### config.mk
export PLATFORM = sky130hd
export DESIGN_NAME = arm_jog_limit_framer
export DESIGN_NICKNAME = d
export VERILOG_FILES = /design/src/ajlf_pkg.sv /design/src/ajlf_front.sv /design/src/ajlf_queue.sv /design/src/ajlf_back.sv /design/src/arm_jog_limit_framer.sv
export SDC_FILE = /design/constraint.sdc
export NUM_CORES = 1
export LEC_CHECK = 0
export ABC_AREA = 0
export BUFFER_PORTS_ARGS = -buffer_cell sky130_fd_sc_hd__buf_2
export CORE_ASPECT_RATIO = 0.8
export CORE_MARGIN = 1
export CORE_UTILIZATION = 63
export CTS_CLUSTER_SIZE = 28
export DETAILED_ROUTE_END_ITERATION = 8
export MAX_ROUTING_LAYER = met4
export PLACE_DENSITY = 0.81
export SLEW_MARGIN = 5
export SYNTH_ARGS = -nofsm -noshare
export SYNTH_HDL_FRONTEND = slang
export SYNTH_SLANG_ARGS = --single-unit
### constraint.sdc
create_clock -name clk -period 19.3 [get_ports clk]
set_input_delay 3.86 -clock clk [delete_from_list [all_inputs] [get_ports clk]]
set_output_delay 3.86 -clock clk [all_outputs]
set_load 0.03 [all_outputs]
### src/ajlf_pkg.sv
`default_nettype none

package ajlf_pkg;

	// Coordinates and limits are 16-bit two's complement.
	localparam int COORD_W = 16;
	typedef logic signed [COORD_W-1:0] coord_t;

	// Configuration port.
	localparam int CFG_IDX_W = 4;
	localparam logic [CFG_IDX_W-1:0] REG_X_LOWER       = 4'd0;
	localparam logic [CFG_IDX_W-1:0] REG_X_UPPER       = 4'd1;
	localparam logic [CFG_IDX_W-1:0] REG_Y_LOWER       = 4'd2;
	localparam logic [CFG_IDX_W-1:0] REG_Y_UPPER       = 4'd3;
	localparam logic [CFG_IDX_W-1:0] REG_Z_LOWER       = 4'd4;
	localparam logic [CFG_IDX_W-1:0] REG_Z_UPPER       = 4'd5;
	localparam logic [CFG_IDX_W-1:0] REG_X_NARROW_LOW  = 4'd6;
	localparam logic [CFG_IDX_W-1:0] REG_X_NARROW_HIGH = 4'd7;

	// Limit values after reset.
	localparam coord_t RST_X_LOWER       = 16'sd130;
	localparam coord_t RST_X_UPPER       = 16'sd300;
	localparam coord_t RST_Y_LOWER       = -16'sd90;
	localparam coord_t RST_Y_UPPER       = 16'sd160;
	localparam coord_t RST_Z_LOWER       = -16'sd160;
	localparam coord_t RST_Z_UPPER       = 16'sd180;
	localparam coord_t RST_X_NARROW_LOW  = 16'sd200;
	localparam coord_t RST_X_NARROW_HIGH = 16'sd270;

	// Motion constants.
	localparam coord_t HOME_X   = 16'sd220;
	localparam coord_t HOME_Y   = 16'sd80;
	localparam coord_t HOME_Z   = 16'sd0;
	localparam coord_t NARROW_Y = 16'sd16;
	localparam coord_t WIG_Y    = -16'sd45;
	localparam logic signed [7:0] JOG_STEP = 8'sd10;
	localparam logic signed [7:0] WIG_X    = 8'sd50;
	localparam logic signed [7:0] WIG_Z    = 8'sd10;

	// Frame header.
	localparam logic [7:0] HDR0 = 8'hff;
	localparam logic [7:0] HDR1 = 8'hfe;

	// Key codes (ASCII).
	localparam logic [7:0] KEY_W = 8'h77;
	localparam logic [7:0] KEY_S = 8'h73;
	localparam logic [7:0] KEY_A = 8'h61;
	localparam logic [7:0] KEY_D = 8'h64;
	localparam logic [7:0] KEY_Q = 8'h71;
	localparam logic [7:0] KEY_E = 8'h65;
	localparam logic [7:0] KEY_R = 8'h72;
	localparam logic [7:0] KEY_Z = 8'h7a;

	// Item mode.
	localparam logic MODE_ABS = 1'b0;

	// Classified command.
	typedef enum logic [2:0] {
		CMD_ABS,
		CMD_JOG,
		CMD_HOME,
		CMD_WIGGLE,
		CMD_RESEND
	} op_t;

	typedef enum logic [1:0] {
		AXIS_X,
		AXIS_Y,
		AXIS_Z
	} axis_t;

	typedef struct packed {
		op_t    op;
		axis_t  axis;
		logic   down;
		coord_t x;
		coord_t y;
		coord_t z;
	} cmd_t;

	// Queue between front and back.
	localparam int QUEUE_DEPTH = 2;
	localparam int QPTR_W      = (QUEUE_DEPTH > 1) ? $clog2(QUEUE_DEPTH) : 1;
	localparam int QCNT_W      = $clog2(QUEUE_DEPTH + 1);

	typedef struct packed {
		logic empty;
		logic full;
	} q_stat_t;

	// Wiggle sequence steps after the first frame.
	typedef enum logic [3:0] {
		WS_Y,
		WS_XM,
		WS_X0A,
		WS_XP,
		WS_X0B,
		WS_ZM,
		WS_Z0A,
		WS_ZP,
		WS_Z0B,
		WS_RESTORE
	} wig_step_t;

	typedef struct packed {
		logic pop;
		logic wig_active;
	} back_stat_t;

endpackage

`default_nettype wire

### src/ajlf_front.sv
`default_nettype none

module ajlf_front (
	input  wire logic             in_valid,
	output logic                  in_ready,
	input  wire logic             mode,
	input  wire ajlf_pkg::coord_t pos_x,
	input  wire ajlf_pkg::coord_t pos_y,
	input  wire ajlf_pkg::coord_t pos_z,
	input  wire logic [7:0]       key,
	input  wire ajlf_pkg::q_stat_t q_stat,
	output logic                  push,
	output ajlf_pkg::cmd_t        cmd
);
	import ajlf_pkg::*;

	// An item is taken whenever the queue has room.
	assign in_ready = !q_stat.full;
	assign push     = in_valid && in_ready;

	// Classify the item into a command for the back end.
	always_comb begin
		cmd      = '0;
		cmd.op   = CMD_RESEND;
		cmd.axis = AXIS_X;
		cmd.down = 1'b0;
		cmd.x    = pos_x;
		cmd.y    = pos_y;
		cmd.z    = pos_z;
		if (mode == MODE_ABS) begin
			cmd.op = CMD_ABS;
		end else begin
			unique case (key)
				KEY_W: begin cmd.op = CMD_JOG; cmd.axis = AXIS_Y; end
				KEY_S: begin cmd.op = CMD_JOG; cmd.axis = AXIS_Y; cmd.down = 1'b1; end
				KEY_A: begin cmd.op = CMD_JOG; cmd.axis = AXIS_Z; end
				KEY_D: begin cmd.op = CMD_JOG; cmd.axis = AXIS_Z; cmd.down = 1'b1; end
				KEY_Q: begin cmd.op = CMD_JOG; cmd.axis = AXIS_X; end
				KEY_E: begin cmd.op = CMD_JOG; cmd.axis = AXIS_X; cmd.down = 1'b1; end
				KEY_Z: cmd.op = CMD_HOME;
				KEY_R: cmd.op = CMD_WIGGLE;
				default: cmd.op = CMD_RESEND;
			endcase
		end
	end

endmodule

`default_nettype wire

### src/ajlf_queue.sv
`default_nettype none

module ajlf_queue (
	input  wire logic           clk,
	input  wire logic           arst_n,
	input  wire logic           push,
	input  wire ajlf_pkg::cmd_t cmd_in,
	input  wire logic           pop,
	output ajlf_pkg::cmd_t      head,
	output ajlf_pkg::q_stat_t   q_stat
);
	import ajlf_pkg::*;

	localparam logic [QPTR_W-1:0] PTR_LAST = QPTR_W'(QUEUE_DEPTH - 1);

	cmd_t              entry_q [QUEUE_DEPTH];
	logic [QPTR_W-1:0] wr_ptr_q;
	logic [QPTR_W-1:0] rd_ptr_q;
	logic [QCNT_W-1:0] count_q;

	assign q_stat.empty = (count_q == '0);
	assign q_stat.full  = (count_q == QCNT_W'(QUEUE_DEPTH));
	assign head         = entry_q[rd_ptr_q];

	// Pointers and fill count.
	always_ff @(posedge clk or negedge arst_n) begin
		if (!arst_n) begin
			wr_ptr_q <= '0;
			rd_ptr_q <= '0;
			count_q  <= '0;
		end else begin
			if (push) begin
				wr_ptr_q <= (wr_ptr_q == PTR_LAST) ? '0 : wr_ptr_q + 1'b1;
			end
			if (pop) begin
				rd_ptr_q <= (rd_ptr_q == PTR_LAST) ? '0 : rd_ptr_q + 1'b1;
			end
			if (push && !pop) begin
				count_q <= count_q + 1'b1;
			end else if (pop && !push) begin
				count_q <= count_q - 1'b1;
			end
		end
	end

	// Entry storage.
	always_ff @(posedge clk) begin
		if (push) begin
			entry_q[wr_ptr_q] <= cmd_in;
		end
	end

endmodule

`default_nettype wire

### src/ajlf_back.sv
`default_nettype none

module ajlf_back (
	input  wire logic                           clk,
	input  wire logic                           arst_n,
	input  wire logic                           cfg_we,
	input  wire logic [ajlf_pkg::CFG_IDX_W-1:0] cfg_index,
	input  wire ajlf_pkg::coord_t               cfg_data,
	input  wire ajlf_pkg::cmd_t                 head,
	input  wire ajlf_pkg::q_stat_t              q_stat,
	output ajlf_pkg::back_stat_t                back_stat,
	output logic                                out_valid,
	input  wire logic                           out_ready,
	output ajlf_pkg::coord_t                    frame_x,
	output ajlf_pkg::coord_t                    frame_y,
	output ajlf_pkg::coord_t                    frame_z,
	output logic                                frame_last
);
	import ajlf_pkg::*;

	// Add a small signed offset, saturating at the 16-bit range.
	function automatic coord_t sat_add(input coord_t a, input logic signed [7:0] d);
		logic signed [COORD_W:0] s;
		s = (COORD_W+1)'(a) + (COORD_W+1)'(d);
		if (s[COORD_W] != s[COORD_W-1]) begin
			sat_add = s[COORD_W] ? {1'b1, {(COORD_W-1){1'b0}}} : {1'b0, {(COORD_W-1){1'b1}}};
		end else begin
			sat_add = s[COORD_W-1:0];
		end
	endfunction

	// Below the lower limit gives the lower limit, above the upper the upper.
	function automatic coord_t clamp(input coord_t v, input coord_t lo, input coord_t hi);
		if (v < lo) begin
			clamp = lo;
		end else if (v > hi) begin
			clamp = hi;
		end else begin
			clamp = v;
		end
	endfunction

	coord_t    x_lower_q, x_upper_q, y_lower_q, y_upper_q;
	coord_t    z_lower_q, z_upper_q, x_nar_low_q, x_nar_high_q;
	coord_t    cur_x_q, cur_y_q, cur_z_q;
	coord_t    p_x_q, p_y_q, p_z_q;
	logic      wig_active_q;
	wig_step_t step_q;
	logic      out_valid_q;
	coord_t    out_x_q, out_y_q, out_z_q;
	logic      out_last_q;

	logic      can_step, do_step, pop;
	coord_t    nx, ny, nz, cx, cy, cz, cx_w;
	logic      nlast;
	logic signed [7:0] jog_d;

	// Limit registers.
	always_ff @(posedge clk or negedge arst_n) begin
		if (!arst_n) begin
			x_lower_q    <= RST_X_LOWER;
			x_upper_q    <= RST_X_UPPER;
			y_lower_q    <= RST_Y_LOWER;
			y_upper_q    <= RST_Y_UPPER;
			z_lower_q    <= RST_Z_LOWER;
			z_upper_q    <= RST_Z_UPPER;
			x_nar_low_q  <= RST_X_NARROW_LOW;
			x_nar_high_q <= RST_X_NARROW_HIGH;
		end else if (cfg_we) begin
			unique case (cfg_index)
				REG_X_LOWER:       x_lower_q    <= cfg_data;
				REG_X_UPPER:       x_upper_q    <= cfg_data;
				REG_Y_LOWER:       y_lower_q    <= cfg_data;
				REG_Y_UPPER:       y_upper_q    <= cfg_data;
				REG_Z_LOWER:       z_lower_q    <= cfg_data;
				REG_Z_UPPER:       z_upper_q    <= cfg_data;
				REG_X_NARROW_LOW:  x_nar_low_q  <= cfg_data;
				REG_X_NARROW_HIGH: x_nar_high_q <= cfg_data;
				default: ;
			endcase
		end
	end

	// One frame is produced per cycle while the output register can take it.
	assign can_step = !out_valid_q || out_ready;
	assign pop      = can_step && !wig_active_q && !q_stat.empty;
	assign do_step  = can_step && (wig_active_q || !q_stat.empty);

	assign back_stat.pop        = pop;
	assign back_stat.wig_active = wig_active_q;

	// Target of the current frame before clamping.
	always_comb begin
		nx    = cur_x_q;
		ny    = cur_y_q;
		nz    = cur_z_q;
		nlast = 1'b1;
		jog_d = head.down ? -JOG_STEP : JOG_STEP;
		if (wig_active_q) begin
			nlast = 1'b0;
			case (step_q)
				WS_XM:   nx = sat_add(p_x_q, -WIG_X);
				WS_X0A:  nx = p_x_q;
				WS_XP:   nx = sat_add(p_x_q, WIG_X);
				WS_X0B:  nx = p_x_q;
				WS_ZM:   nz = sat_add(p_z_q, -WIG_Z);
				WS_Z0A:  nz = p_z_q;
				WS_ZP:   nz = sat_add(p_z_q, WIG_Z);
				WS_Z0B:  nz = p_z_q;
				WS_RESTORE: begin
					nx    = p_x_q;
					ny    = p_y_q;
					nz    = p_z_q;
					nlast = 1'b1;
				end
				default: ;
			endcase
		end else begin
			case (head.op)
				CMD_ABS: begin
					nx = head.x;
					ny = head.y;
					nz = head.z;
				end
				CMD_JOG: begin
					case (head.axis)
						AXIS_X:  nx = sat_add(cur_x_q, jog_d);
						AXIS_Y:  ny = sat_add(cur_y_q, jog_d);
						default: nz = sat_add(cur_z_q, jog_d);
					endcase
				end
				CMD_HOME: begin
					nx = HOME_X;
					ny = HOME_Y;
					nz = HOME_Z;
				end
				CMD_WIGGLE: begin
					ny    = WIG_Y;
					nlast = 1'b0;
				end
				default: ;
			endcase
		end
	end

	// Clamp to the limits, then narrow x while y sits low.
	always_comb begin
		cx   = clamp(nx, x_lower_q, x_upper_q);
		cy   = clamp(ny, y_lower_q, y_upper_q);
		cz   = clamp(nz, z_lower_q, z_upper_q);
		cx_w = (cy < NARROW_Y) ? clamp(cx, x_nar_low_q, x_nar_high_q) : cx;
	end

	// Arm state and wiggle sequencer.
	always_ff @(posedge clk or negedge arst_n) begin
		if (!arst_n) begin
			cur_x_q      <= HOME_X;
			cur_y_q      <= HOME_Y;
			cur_z_q      <= HOME_Z;
			wig_active_q <= 1'b0;
			step_q       <= WS_Y;
			out_valid_q  <= 1'b0;
		end else begin
			if (do_step) begin
				cur_x_q <= cx_w;
				cur_y_q <= cy;
				cur_z_q <= cz;
			end
			if (pop && head.op == CMD_WIGGLE) begin
				wig_active_q <= 1'b1;
				step_q       <= WS_XM;
			end else if (wig_active_q && do_step) begin
				if (step_q == WS_RESTORE) begin
					wig_active_q <= 1'b0;
				end else begin
					step_q <= wig_step_t'(step_q + 1'b1);
				end
			end
			if (do_step) begin
				out_valid_q <= 1'b1;
			end else if (out_ready) begin
				out_valid_q <= 1'b0;
			end
		end
	end

	// Saved start position and output frame register.
	always_ff @(posedge clk) begin
		if (pop && head.op == CMD_WIGGLE) begin
			p_x_q <= cur_x_q;
			p_y_q <= cur_y_q;
			p_z_q <= cur_z_q;
		end
		if (do_step) begin
			out_x_q    <= cx_w;
			out_y_q    <= cy;
			out_z_q    <= cz;
			out_last_q <= nlast;
		end
	end

	assign out_valid  = out_valid_q;
	assign frame_x    = out_x_q;
	assign frame_y    = out_y_q;
	assign frame_z    = out_z_q;
	assign frame_last = out_last_q;

endmodule

`default_nettype wire

### src/arm_jog_limit_framer.sv
`default_nettype none

// Channel   Direction  Handshake             Payload
// input     in         in_valid / in_ready   mode, pos_x, pos_y, pos_z, key
// output    out        out_valid / out_ready byte0..byte7, last_frame
// config    in         cfg_we                cfg_index, cfg_data (16 bits)
//
// One frame leaves per cycle while the receiver takes them: position, jog, home and
// resend items give one frame, a wiggle ten, set by the back-end frame sequencer.
// Items pass through a two-entry queue, so the front accepts while frames are made.
// Reset restores the limits and the home position; no clearing pass is needed.
// A stalled output holds the frame register and halts the sequencer.

module arm_jog_limit_framer (
	input  wire logic                           clk,
	input  wire logic                           arst_n,
	input  wire logic                           in_valid,
	output logic                                in_ready,
	input  wire logic                           mode,
	input  wire ajlf_pkg::coord_t               pos_x,
	input  wire ajlf_pkg::coord_t               pos_y,
	input  wire ajlf_pkg::coord_t               pos_z,
	input  wire logic [7:0]                     key,
	output logic                                out_valid,
	input  wire logic                           out_ready,
	output logic [7:0]                          byte0,
	output logic [7:0]                          byte1,
	output logic [7:0]                          byte2,
	output logic [7:0]                          byte3,
	output logic [7:0]                          byte4,
	output logic [7:0]                          byte5,
	output logic [7:0]                          byte6,
	output logic [7:0]                          byte7,
	output logic                                last_frame,
	input  wire logic                           cfg_we,
	input  wire logic [ajlf_pkg::CFG_IDX_W-1:0] cfg_index,
	input  wire ajlf_pkg::coord_t               cfg_data
);
	import ajlf_pkg::*;

	q_stat_t    q_stat;
	back_stat_t back_stat;
	cmd_t       push_cmd, head;
	logic       push;
	coord_t     frame_x, frame_y, frame_z;

	// Front end: accept and classify.
	ajlf_front u_front (
		.in_valid (in_valid),
		.in_ready (in_ready),
		.mode     (mode),
		.pos_x    (pos_x),
		.pos_y    (pos_y),
		.pos_z    (pos_z),
		.key      (key),
		.q_stat   (q_stat),
		.push     (push),
		.cmd      (push_cmd)
	);

	// Command queue.
	ajlf_queue u_queue (
		.clk    (clk),
		.arst_n (arst_n),
		.push   (push),
		.cmd_in (push_cmd),
		.pop    (back_stat.pop),
		.head   (head),
		.q_stat (q_stat)
	);

	// Back end: frame sequencer, clamp and output register.
	ajlf_back u_back (
		.clk        (clk),
		.arst_n     (arst_n),
		.cfg_we     (cfg_we),
		.cfg_index  (cfg_index),
		.cfg_data   (cfg_data),
		.head       (head),
		.q_stat     (q_stat),
		.back_stat  (back_stat),
		.out_valid  (out_valid),
		.out_ready  (out_ready),
		.frame_x    (frame_x),
		.frame_y    (frame_y),
		.frame_z    (frame_z),
		.frame_last (last_frame)
	);

	// Frame bytes, big-endian.
	assign byte0 = HDR0;
	assign byte1 = HDR1;
	assign byte2 = frame_x[15:8];
	assign byte3 = frame_x[7:0];
	assign byte4 = frame_y[15:8];
	assign byte5 = frame_y[7:0];
	assign byte6 = frame_z[15:8];
	assign byte7 = frame_z[7:0];

	// The queue is never reported full and empty at once.
	a_queue_flags : assert property (@(posedge clk) disable iff (!arst_n)
		!(q_stat.full && q_stat.empty))
		else $error("queue reports full and empty together");

	// The back end only takes a command from a non-empty queue.
	a_pop_nonempty : assert property (@(posedge clk) disable iff (!arst_n)
		back_stat.pop |-> !q_stat.empty)
		else $error("pop from an empty queue");

	// No command is taken while a wiggle sequence runs.
	a_no_pop_wiggle : assert property (@(posedge clk) disable iff (!arst_n)
		back_stat.wig_active |-> !back_stat.pop)
		else $error("command taken during a wiggle");

	// The end of a wiggle leaves its final frame in the output register.
	a_wiggle_last : assert property (@(posedge clk) disable iff (!arst_n)
		$fell(back_stat.wig_active) |-> (out_valid && last_frame))
		else $error("wiggle ended without a final frame");

endmodule

`default_nettype wire

# Word-level counts from Yosys, hierarchy flattened
# Memory sizes are Yosys's and may differ from the RTL's.
# Index checks and enable logic that the tools add are counted.
dict set report classes {
  n_lt_le_gt_ge 9
  n_mux 58
  shift 0
  n_reduce_logical 41
  bitwise_logic 0
  multipliers 0
  div_mod_pow 0
  eq_ne 37
  n_addsub 12
}
# operator count
set op_table {}
lappend op_table {{$mux W16} 30}
lappend op_table {{$pmux W16 S3} 4}
lappend op_table {{$eq A8 B7 Y1 const B} 8}
lappend op_table {{$gt A16 B16 Y1} 4}
lappend op_table {{$lt A16 B16 Y1} 4}
lappend op_table {{$pmux W16 S4} 1}
lappend op_table {{$add A16 B8 Y17} 3}
lappend op_table {{$add A16 B5 Y17 const B} 2}
lappend op_table {{$add A16 B7 Y17 const B} 2}
lappend op_table {{$eq A4 B3 Y1 const B} 8}
lappend op_table {{$reduce_and A2 Y1} 10}
lappend op_table {{$eq A4 B2 Y1 const B} 4}
lappend op_table {{$lt A16 B6 Y1 const B} 1}
lappend op_table {{$mux W1} 13}
lappend op_table {{$mux W4} 3}
lappend op_table {{$pmux W3 S3} 1}
lappend op_table {{$reduce_or A3 Y1} 3}
lappend op_table {{$eq A4 B1 Y1 const B} 2}
lappend op_table {{$eq A4 B4 Y1 const B} 2}
lappend op_table {{$logic_and A1 B1 Y1} 8}
lappend op_table {{$mux W8} 1}
lappend op_table {{$reduce_bool A2 Y1} 4}
lappend op_table {{$ne A1 B1 Y1} 7}
lappend op_table {{$eq A3 B2 Y1 const B} 2}
lappend op_table {{other kinds (18)} 30}
dict set report totals {
  romBits 0
  latchBits 0
  ramBits 108
  reg_bits 283
  inputBits 82
  memories 1
}
# memory depth word_bits read_ports rd_ports_with_merged_regs wr line_no
set memory_table {}
lappend memory_table {u_queue.entry_q 2 54 1 0 1 ajlf_queue.sv:16} ;# cmd_t entry_q [QUEUE_DEPTH];

# Logic depth before layout (Yosys ltp)
# Gate-level depths: netlist of run 1.
# An unclocked memory read counts as a cell.
dict set report logic_depth {
  ltp_word 15
  mapped_depth 51
  ltp_nobuf 42
}

# By module
# A second synthesis of run 1 with hierarchy kept.
dict set report hier_totals {
  hier_cells 2701
  hier_area_um2 26546.7
}
# module area_per_inst_um2 n_inst cells_per_inst
set modules_own_cells {}
lappend modules_own_cells {ajlf_back 21564.4 1 2427}
lappend modules_own_cells {ajlf_queue 4332.9 1 184}
lappend modules_own_cells {ajlf_front 521.8 1 72}
lappend modules_own_cells {arm_jog_limit_framer 127.6 1 18}

# Worst setup path before layout of run 1
# OpenSTA, ideal clock, no wires.
dict set report synth_path {
  path_type {register -> register}
  startpoint {register u_queue.rd_ptr_q}
  endpoint {register u_back.cur_x_q[14]}
  path_buffers 11
  period_less_slack_ns 10.774
  t_arrival_ns 10.568
  path_stages_with_launch 47
  t_required_ns 19.095
  path_slack_ns 8.526
  cell_sequence {dfrtp_1 buf_4 buf_4 buf_4 buf_2 buf_1 buf_2 buf_2 mux2i_1 inv_1 fa_1 a21o_1 a311o_1 a31oi_1 o21ai_0 a21oi_1 nor2b_1 o21ai_0 (+11 left out) a21oi_1 o21a_1 buf_1 clkbuf_1 mux2i_1 o21ai_0 ha_1 a21o_1 a21o_1 a21oi_1 o22ai_1 a211oi_1 and2_1 buf_1 a22oi_1 o211ai_1 a31o_2 a21oi_1}
}
dict set report synth_between {
  elab_chain_len 15
  word_cells_on_any_way 36
}
# item line_no
set synth_rtl {}
lappend synth_rtl {{start: declaration} ajlf_queue.sv:18} ;# logic [QPTR_W-1:0] rd_ptr_q;
lappend synth_rtl {{start signal: assignment} ajlf_queue.sv:36} ;# rd_ptr_q <= (rd_ptr_q == PTR_LAST) ? '0 : rd_ptr_q + 1'b1;
lappend synth_rtl {{$mem_v2 Z2 W54 (*)} --}
lappend synth_rtl {{$mux W8} ajlf_back.sv:98} ;# jog_d = head.down ? -JOG_STEP : JOG_STEP;
lappend synth_rtl {{$add A16 B8 Y17} ajlf_back.sv:24} ;# s = (COORD_W+1)'(a) + (COORD_W+1)'(d);
lappend synth_rtl {{$mux W16 or $ne A1 B1 Y1 (tied branches)} {ajlf_back.sv:26, ajlf_back.sv:25}}
lappend synth_rtl {{$mux W16} ajlf_back.sv:25} ;# if (s[COORD_W] != s[COORD_W-1]) begin
lappend synth_rtl {{$mux W16} ajlf_back.sv:126} ;# case (head.axis)
lappend synth_rtl {{$pmux W16 S3} ajlf_back.sv:119} ;# case (head.op)
lappend synth_rtl {{$mux W16} ajlf_back.sv:99} ;# if (wig_active_q) begin
lappend synth_rtl {{$gt A16 B16 Y1} ajlf_back.sv:36} ;# end else if (v > hi) begin
lappend synth_rtl {{$mux W16} ajlf_back.sv:36}
lappend synth_rtl {{$mux W16} ajlf_back.sv:34} ;# if (v < lo) begin
lappend synth_rtl {{$gt A16 B16 Y1} ajlf_back.sv:36}
lappend synth_rtl {{$mux W16} ajlf_back.sv:36}
lappend synth_rtl {{$mux W16} ajlf_back.sv:34}
lappend synth_rtl {{$mux W16 (*)} ajlf_back.sv:151} ;# cx_w = (cy < NARROW_Y) ? clamp(cx, x_nar_low_q, x_nar_high_q) : cx;
lappend synth_rtl {{end signal: assignment} ajlf_back.sv:165} ;# cur_x_q <= cx_w;
lappend synth_rtl {{end: declaration} ajlf_back.sv:45} ;# coord_t cur_x_q, cur_y_q, cur_z_q;
# Mark *: on every way between the ends. The rest lies on a longest branch, timed or not.
# A chain may end at the register's enable or synchronous reset.

# Final worst setup path of run 1
dict set report layout_path {
  startpoint {register u_queue.rd_ptr_q}
  endpoint {register u_back.cur_x_q[9]}
}
# Same word-level chain as after synthesis.

==> results.toml, run 1 <==
[worst_setup_path]
reg2reg_depth = 36
worstSetupEndpointType = "register"
worstPathMaxFanout = 37
cp.arrival_ns = 12.10
worst_path_max_delay_cell = "a211oi_4"
ff2ff_setup_slack_ns = 7.63
cp.required_ns = 19.73
critPathMaxStageDelay_ns = 0.88
critPathKind = "register to register"
cp-start-kind = "register"

[final_layout]
top_register = "u_queue.entry_q"
antenna_cells = 0
syn_to_final_growth_pct = 9.53
largest_reg_flops = 108
nets = 2969
drive_gt1_share_pct = 16.7
fillers = 2940
final_util_pct = 70.8

[clock_network]
cts_root_buf = "clkbuf_16"
clk_path_buf_depth = 3
h-tree-depth = 2
post-cts-setup-buffers = 0
clkSinkCount = 391
cts_tree = "built"
cts_resized = 0
numCtsBuffers = 42
hold_buffers = 0
cts.clk_slew.worst_paths_ns = 0.06
clk_latency_ns = 0.57

[floorplan]
rows = 65
boundaryPins = 149
fp.dieH_um = 183
die_x_um = 228
initial_core_util_pct = 64.6
fp.coreArea_um2 = 39800
die_area_um2 = 41600

[outcome]
status = "completed"

[timing]
finalSetupTns_ns = 0
drv_slew = 0
rsz0062_at_grt = "false"
fmax_mhz = 85.7
maxSlewHeadroom_pct = 19.8
layout_min_cycle_time_ns = 11.67
period_share_pct = 60.4
hold_violations = 0
worstMarginPinSlew_ns = 1.20
setup_viol = 0
fin_skew_ns = 0.0213

[global_route]
overflow = 0
use_met1_pct = 54.2
grt.met3_usage_pct = 7.03
track_usage_pct = 40.7
gr-max-usage-layer = "met2"
grt_max_degree = 77
grt_antenna_before_repair = 4
grt_use_met2_pct = 61.3
grt_pass1_vias = 21236
grt_pass1_wl_mm = 126

[drt]
drt_pass1_iterations = 6
vias = 22262
avgRoutedWirePerCell_um = 25.4
ant_nets = 0
routed_wirelength_mm = 83.0
drt-initial-drc-count = 2931
drc = 0
vias_per_cell = 6.82

[synthesis]
synthFlopType = "edfxtp_1"
netlist.area_leader.share_pct = 24.0
synth-xor-area-share_pct = 2.28
synth_top_family_by_area = "compound AO/OA/AOI/OAI gates"
ys_warn_count = 0
syn_area_per_cell_um2 = 9.84
synthSimpleGateAreaFrac_pct = 12.6
synthCells = 2610
synth-seq-cells = 391
netlist_top_cells_area = "edfxtp_1, dfrtp_1, ha_1"
muxShareOfSynthArea_pct = 7.91
async_flop_share_pct = 47.6
yosysUniqueCellTypes = 106
synth_edf_count = 205
ys_seq_area_share_pct = 42.3
synth_area_um2 = 25700
yosys.area_share.adder_pct = 9.49
synth_compound_area_share_pct = 20.4
synth_top_cell_by_area = "edfxtp_1"

[placement]
dp_hpwl_mm = 60.5
numPortBuffers = 132
gp_congestion = 1.00

[min_path]
hold_depth = 2
min_path_type = "register to register"

[flow_run]
maxCapViolations = 0
-- through the flow --
step | hold slack, ns | setup WS [ns] | std cells | instance area [um^2]
floorplan | 0.454 | 8.53 | 2624 | 25700
global placement | 0.484 | 8.38 | 3186 | 26700
detailed placement | 0.489 | 8.02 | 3186 | 26700
CTS | 0.499 | 7.92 | 3263 | 28100
global route | 0.519 | 6.86 | 3263 | 28100
finish | 0.497 | 7.63 | 3263 | 28100
-- cell families after synthesis --
family / count (synthesis)
XOR/XNOR: 67
buffers and inverters: 306
AND/OR/NAND/NOR: 683
multiplexers: 186
flip-flops: 391
other: 2
AO/OA/AOI/OAI: 782
adder cells (fa/ha/maj): 193
-- area by class of cell --
| type | instances | area, um^2 | share of cell area (%) |
|---|---|---|---|
| clock buffer | 59 | 1220 | 4.33 |
| clock inverter | 18 | 230 | 0.818 |
| inverter | 173 | 652 | 2.32 |
| multi-input combinational | 1927 | 13600 | 48.4 |
| sequential | 391 | 10900 | 38.6 |
| tap | 536 | 671 | 2.38 |
| timing repair buffer | 159 | 870 | 3.09 |
-- layer usage --
metal	vias up	wire, um
met3	261	8230
li1	9829	-
met4	0	3960
met1	10776	33700
met5	-	0
met2	1396	37100
-- final timing paths --
kind                                               startpoint                               to
worst max-delay path             u_queue.rd_ptr_q$_DFFE_PN0P_    u_back.cur_x_q[9]$_DFFE_PN0P_
worst min-delay path            u_back.cur_y_q[4]$_DFFE_PN1P_    u_back.cur_y_q[4]$_DFFE_PN1P_
worst max register to register   u_queue.rd_ptr_q$_DFFE_PN0P_    u_back.cur_x_q[9]$_DFFE_PN0P_
worst min register to register  u_back.cur_y_q[4]$_DFFE_PN1P_    u_back.cur_y_q[4]$_DFFE_PN1P_
max in group asynchronous                              arst_n  u_back.x_lower_q[1]$_DFFE_PN1P_
min in group asynchronous                              arst_n   u_back.cur_z_q[11]$_DFFE_PN0P_
-- cells in the mapped netlist, types with 30 or more instances --
cell	n
a21o_1	50
a21oi_1	171
a221oi_1	41
clkbuf_1	80
dfrtp_1	138
dfstp_2	48
edfxtp_1	205
ha_1	190
inv_1	171
mux2_2	124
mux2i_1	59
nand2_1	242
nand3_1	30
nor2_1	183
nor3_1	46
o211ai_1	32
o21ai_0	220
xnor2_1	35
xor2_1	32
-- worst max-delay path: cells and delay by family (launching register included) --
family | cells | cell delay, ns
and+or+nand+nor | 6 | 1.50
muxes | 1 | 0.55
DFF | 1 | 0.86
AOI/OAI and AO/OA | 22 | 6.26
xor gates and xnor gates | 1 | 0.19
buffers and inverters | 2 | 0.63
adders and majority gates | 4 | 1.49
-- layout by cell type (no fill, tap or decap), types with 11 or more instances in the layout --
| master | instances |
|---|---|
| a211oi_1 | 16 |
| a21o_1 | 50 |
| a21oi_1 | 170 |
| a221o_1 | 13 |
| a221oi_1 | 41 |
| a22oi_1 | 12 |
| a31oi_1 | 24 |
| and2_1 | 11 |
| and3_1 | 17 |
| buf_2 | 131 |
| buf_4 | 27 |
| clkbuf_16 | 45 |
| conb_1 | 16 |
| dfrtp_1 | 136 |
| dfstp_2 | 48 |
| edfxtp_1 | 205 |
| ha_1 | 190 |
| inv_1 | 171 |
| mux2_2 | 124 |
| mux2i_1 | 59 |
| nand2_1 | 242 |
| nand2b_1 | 29 |
| nand3_1 | 30 |
| nand4_1 | 28 |
| nor2_1 | 181 |
| nor2b_1 | 23 |
| nor3_1 | 45 |
| nor4_1 | 14 |
| o211ai_1 | 32 |
| o21a_1 | 22 |
| o21ai_0 | 219 |
| o221ai_1 | 20 |
| o22ai_1 | 20 |
| or3_1 | 11 |
| xnor2_1 | 35 |
| xor2_1 | 32 |
Power of run 1 is not shown: default switching activity piles up to over one toggle a cycle in this logic, so the estimate is an artifact.
==> run 2, diff against run 1 <==
Settings changed: CORE_UTILIZATION 63 to 56, PLACE_DENSITY 0.81 to 0.76.
Clock period 19.3 ns to 9.4 ns, I/O delays scaled along.
==> run 2 against run 1 <==
Net effect:
- clock-buffer cell count is 5 lower
- cell area up 2.3%
- via count down 0.96%
- critical endpoint is now u_back.frame_x[0]$_DFFE_PP_
==> results.toml, run 2 (synthesis results as in run 1) <==
[outcome]
status = "completed"

[global_route]
track_usage_pct = 37.3
grt_antenna_before_repair = 0
overflow = 0
grt_pass1_wl_mm = 127
grt_max_degree = 80
grt_pass1_vias = 20823

[final_layout]
nets = 3014
ff_latch_area_um2 = 10900
final_common_cell = "nand2_1"
drive_gt1_share_pct = 19.7
largest_reg_flops = 108
syn_to_final_growth_pct = 12.1
final_util_pct = 64.3
design_area_um2 = 28800
fillers = 3626
top_register = "u_queue.entry_q"
multi_input_area_um2 = 13900
mostFrequentLayoutCells = "nand2_1, o21ai_0, edfxtp_1"

[worst_setup_path]
critPathKind = "register to register"
cp.arrival_ns = 9.29
cp.required_ns = 9.72
worstPathMaxFanout = 31
worst_path_max_delay_cell = "dfrtp_4"
path_delay_family = "compound AO/OA/AOI/OAI gates"
cp-start-kind = "register"
critPathMaxStageDelay_ns = 0.49
crit_buf_inv = 5
worstSetupEndpointType = "register"

[timing]
drv_slew = 0
worstMarginPinSlew_ns = 1.25
layout_min_cycle_time_ns = 8.97
worst_slack_ns = 0.430
fmax_mhz = 111
fin_skew_ns = 0.0287
maxSlewHeadroom_pct = 16.8
period_share_pct = 95.4
setup_viol = 0
hold_violations = 0

[placement]
place_area_um2 = 27100
dp_hpwl_mm = 63.4
gp_congestion = 1.03
numPortBuffers = 132
place_ws_ns = 0.0204

[clock_network]
cts_root_buf = "clkbuf_16"
cts_tree = "built"
clk_path_buf_depth = 3
numCtsBuffers = 42
cts.clk_slew.worst_paths_ns = 0.06
h-tree-depth = 2
clkSinkCount = 391
clk_latency_ns = 0.60

[drt]
vias_per_cell = 6.53
ant_nets = 0
drc = 0
vias = 22049
avgRoutedWirePerCell_um = 25.3
drt_pass1_iterations = 7
routed_wirelength_mm = 85.5
drt-initial-drc-count = 2257

[flow_run]
maxCapViolations = 0

[floorplan]
die_area_um2 = 46700
initial_core_util_pct = 57.3
rows = 69
fp.dieH_um = 194
boundaryPins = 149
die_x_um = 241
fp.coreArea_um2 = 44800

[min_path]
min_path_type = "register to register"
run 2: cell count changes in the layout (fill, tap and decap cells not counted), moves of 4 or more:
cell / delta
a31oi_1: -5
buf_4: +40
clkinv_1: -4
o21ai_0: -7
o21ai_1: +6
run 2: per-layer routing:
metal / global-route usage, % / routed length (um)
met5: - / 0
met4: 18.3 / 4630
met3: 6.98 / 7170
met2: 55.6 / 38300
met1: 48.8 / 35400
run 2: worst paths after layout:
check / start / endpoint / slack [ns] / depth (start not counted)
worst min-delay path: u_back.cur_y_q[4]$_DFFE_PN1P_ / u_back.cur_y_q[4]$_DFFE_PN1P_ / 0.50 / 2
min in group asynchronous: arst_n / u_back.cur_z_q[10]$_DFFE_PN0P_ / 1.34 / 1
worst min register to register: u_back.cur_y_q[4]$_DFFE_PN1P_ / u_back.cur_y_q[4]$_DFFE_PN1P_ / 0.50 / 2
worst max register to register: u_queue.rd_ptr_q$_DFFE_PN0P_ / u_back.frame_x[0]$_DFFE_PP_ / 0.43 / 39
worst max-delay path: u_queue.rd_ptr_q$_DFFE_PN0P_ / u_back.frame_x[0]$_DFFE_PP_ / 0.43 / 39
max in group asynchronous: arst_n / u_back.cur_y_q[0]$_DFFE_PN0P_ / 6.61 / 2
run 2: what timing repair did:
action	4_1_cts	5_1_grt
pin swaps	0	6
setup buffers	0	8
hold buffers	0	0
resized for setup	3	40
setup endpoints to repair	5	32
run 2: through the flow:
step | setup TNS (ns) | hold slack (ns) | cells
floorplan | 0 | 0.454 | 2624
global placement | 0 | 0.484 | 3290
detailed placement | 0 | 0.490 | 3290
CTS | 0 | 0.501 | 3368
global route | -0.277 | 0.521 | 3376
finish | 0 | 0.505 | 3377
run 2: final cells by class:
| type | instances | share of cell area, % |
|---|---|---|
| Clock buffer | 54 | 3.98 |
| Antenna cell | 1 | 0.00869 |
| Tap cell | 603 | 2.62 |
| Clock inverter | 24 | 0.865 |
| Inverter | 173 | 2.28 |
| Sequential cell | 391 | 37.8 |
| Multi-Input combinational cell | 1927 | 48.1 |
| Timing Repair Buffer | 204 | 4.37 |
run 2: worst min-delay path: stages (launching register included):
cell	delay [ns]
dfstp_2	0.39
nand2_1	0.06
nand2_1	0.05
Power of run 2 is left out for the same reason.
